==> src/bmrq_slot_ram.sv <==
`default_nettype none
// ----------------------------------------------------------------------------
// bmrq_slot_ram
// Per-slot message id and length store. Id and length are written
// independently; one registered read returns both.
// ----------------------------------------------------------------------------
module bmrq_slot_ram #(
	parameter int SLOTS  = 16,
	parameter int SLOT_W = 4,
	parameter int LEN_W  = 7
) (
	input  wire logic              clk,
	input  wire logic              id_we,
	input  wire logic [SLOT_W-1:0] id_waddr,
	input  wire logic [15:0]       id_wdata,
	input  wire logic              len_we,
	input  wire logic [SLOT_W-1:0] len_waddr,
	input  wire logic [LEN_W-1:0]  len_wdata,
	input  wire logic              re,
	input  wire logic [SLOT_W-1:0] raddr,
	output logic      [15:0]       id_rdata,
	output logic      [LEN_W-1:0]  len_rdata
);

	logic [15:0]      id_mem  [SLOTS];
	logic [LEN_W-1:0] len_mem [SLOTS];

	always_ff @(posedge clk) begin
		if (id_we) begin
			id_mem[id_waddr] <= id_wdata;
		end
		if (len_we) begin
			len_mem[len_waddr] <= len_wdata;
		end
		if (re) begin
			id_rdata  <= id_mem[raddr];
			len_rdata <= len_mem[raddr];
		end
	end

endmodule
`default_nettype wire

==> config.mk <==
export PLATFORM = sky130hd
export DESIGN_NAME = bmrq_slot_ram
export DESIGN_NICKNAME = d
export VERILOG_FILES = /design/src/bmrq_slot_ram.sv
export SDC_FILE = /design/constraint.sdc
export NUM_CORES = 1
export LEC_CHECK = 0
export BUFFER_PORTS_ARGS = -buffer_cell sky130_fd_sc_hd__buf_2
export CAP_MARGIN = 20
export CORE_MARGIN = 2
export CORE_UTILIZATION = 53
export DETAILED_ROUTE_END_ITERATION = 10
export PLACE_DENSITY = 0.8
export SLEW_MARGIN = 20
export SYNTH_ARGS = -nofsm -noshare
export SYNTH_HDL_FRONTEND = slang
export SYNTH_SLANG_ARGS = --single-unit
export TNS_END_PERCENT = 1
==> constraint.sdc <==
create_clock -name clk -period 3.25 [get_ports clk]
set_input_delay 0.975 -clock clk [delete_from_list [all_inputs] [get_ports clk]]
set_output_delay 0.975 -clock clk [all_outputs]
set_load 0.02 [all_outputs]
==> impl_results.md <==
* Post-CTS Setup Bufs at 0
* Root buffer selected by CTS: clkbuf_16
* Worst slew pin tran at 0.971 ns
* CTS H-Tree Depth at 2
* Rows at 60
* # DRC at 0
* CTS clk-pin slew, worst paths at 0.06 ns
* Syn. warnings at 0
* Vias per inst at 6.32
* FF-to-FF End: id_rdata[11]
* DP HPWL at 16.8 mm
* Routed WL per cell at 28.1 µm
* Initial antenna violation count at 1
* Rel. slew slack at 0.350
* Critical path data required time at 2.27 ns
* Critical-path cell list: buf_2
* Post-Syn Area per Cell at 23.2 µm²
* Worst setup path endpoint: id_rdata[14]
* FF-to-FF Start: id_mem[2][11]
* 1st-iter DRT viols at 794
* Vias at 7018
* Lkg Pwr at 5.45 nW
* Number of clock sinks at 391
* Final setup viols at 0
* Slowest-stage cell, CP: edfxtp_1
* Crit. path cell count at 1
* Critical path capture point type: primary output
* Final setup TNS at 0 ns
* Maximum fanout along the worst path at 1
* Placed insts at 1037
* Hold path depth at 3
* Worst R2R Path Depth at 3
* Nets at 777
* Later-pin clock latency in the skew report at 0.54 ns
* Synthesis-to-layout area growth at 15.0%
* Crit-path leading delay family: flip-flops
* Period minus WS final at 2.13 ns
* Max-slew violation count at 0
* Total power draw at 10.6 mW
* Hold WC Path Type: register to register
* WP data arrival at 1.16 ns
* Synthesized cell area at 14600 µm²
* Crit share post-route at 0.656
* Pwr/cell area at 628 nW/µm²
* Synth top area share at 0.802
* Largest net degree at the start of global routing at 39
* Initial core utilization at 0.542
* Register area share after synthesis at 0.802
* Crit Path Class: register to primary output
* Post-route ant nets at 0
* Worst VDD drop at 0.000466 V
* Die W at 170 µm
* Post-Layout Cell Count at 1111
* Max-cap violations at 0
* Worst path bufs/invs at 1
* CTS tree: done
* Layout cell share with drive strength beyond 1 at 0.334
* First drt pass iteration count at 5
* I/O pin count at 62
* CTS buffer count at 40
* Total gr overflow at 0
* First-pass GRT wire length at 46.4 mm
* Crit. Startpoint: id_rdata[14]
* Worst hold slack at 0.749 ns
* Synth Register Bits at 391
* Synth area leader: edfxtp_1
* Final WL at 31.3 mm
* Die ar. at 29000 µm²
* Most frequent cells in the layout: edfxtp_1 (391), mux4_2 (92), buf_2 (59)
* RSZ-0062 raised after global routing: false
* Vias in the first global route at 7450
* Mapped Nets at 670
* PortBufs at 61
* FF-to-FF setup slack at 1.75 ns
* Fmax at 469 MHz
* Post-CTS Resized at 0
* Yosys cell types at 17
* Routability congestion estimate at 0.783
* Status: completed
* Mapped Cells at 631
* Core Util, Final at 0.623
* Skew final at 0.0336 ns
* CP max stage delay at 0.43 ns
* CTS Buffer Depth at 3
* Most common cell after layout, fill and taps aside: edfxtp_1
* Total GRT Usage at 0.223
* Hold_buf cts at 0
* Die height at 170 µm
* Largest cells by area after synthesis: edfxtp_1 (80%), mux4_2 (14%), a22oi_1 (2.4%)
* CP startpoint kind: register
* Core area at 27000 µm²
* Final Hold Vio Count at 0
[logic make-up (layout without fill, tap and decap cells)]
| kind of cell | after synthesis | in the layout | share of synthesized area |
|---|---|---|---|
| multiplexers | 92 | 92 | 0.141 |
| AND/OR/NAND/NOR | 73 | 73 | 0.0225 |
| AO/OA/AOI/OAI | 46 | 46 | 0.0236 |
| flip-flops | 391 | 391 | 0.802 |
| other | 0 | 1 | 0 |
| buffers and inverters | 29 | 167 | 0.0110 |
[registers in the layout (all words and copies together) (netlist names)]
register and cells:
id_mem 256, id_rdata 16, len_mem 112, len_rdata 7
[metrics by stage]
step | area (µm²) | setup WS, ns
after floorplan | 14600 | 0.220
after global placement | 15600 | 0.710
after detailed placement | 15600 | 0.678
after CTS | 16800 | 1.10
after global routing | 16800 | 1.11
final | 16800 | 1.12
[synthesized netlist by cell type]
library cell,instances
nand3b_1,4
nor2_1,25
or3b_2,2
nand3_1,2
buf_4,5
clkbuf_1,10
a22oi_1,46
nand2_1,25
and2_1,1
mux4_2,92
nor2b_1,2
buf_6,4
nand2b_1,4
buf_2,3
nor3_1,8
edfxtp_1,391
buf_1,7
[layer usage]
metal  routed length, µm  GRT usage
met2               16300      0.388
met4                 820     0.0818
met3                2450     0.0363
met5                   0          0
met1               11700      0.286
[where the power goes]
group          total [mW]  internal [mW]  switching [mW]
logic               0.539          0.212           0.327
clock network        4.32           2.51            1.81
registers            5.72           5.68          0.0356
[layout make-up]
class                      instances  area [µm²]
antenna                            1        2.50
clock buffer                      47        1070
clock inverter                    26         175
fill                            1719       10200
multi-input combinational        211        2800
sequential                       391       11700
tap                              341         427
timing repair buffer              94         624
[worst min path at each step]
stage	from	endpoint	slack, ns
CTS	id_mem[13][7]	id_rdata[7]	0.75
global placement	id_mem[14][5]	id_rdata[5]	0.73
finish	len_mem[15][5]	len_rdata[5]	0.75
floorplan	id_mem[14][0]	id_rdata[0]	0.71
global route	id_mem[6][6]	id_rdata[6]	0.78
detailed placement	id_mem[13][7]	id_rdata[7]	0.73
(Power assumes the default switching activity.)
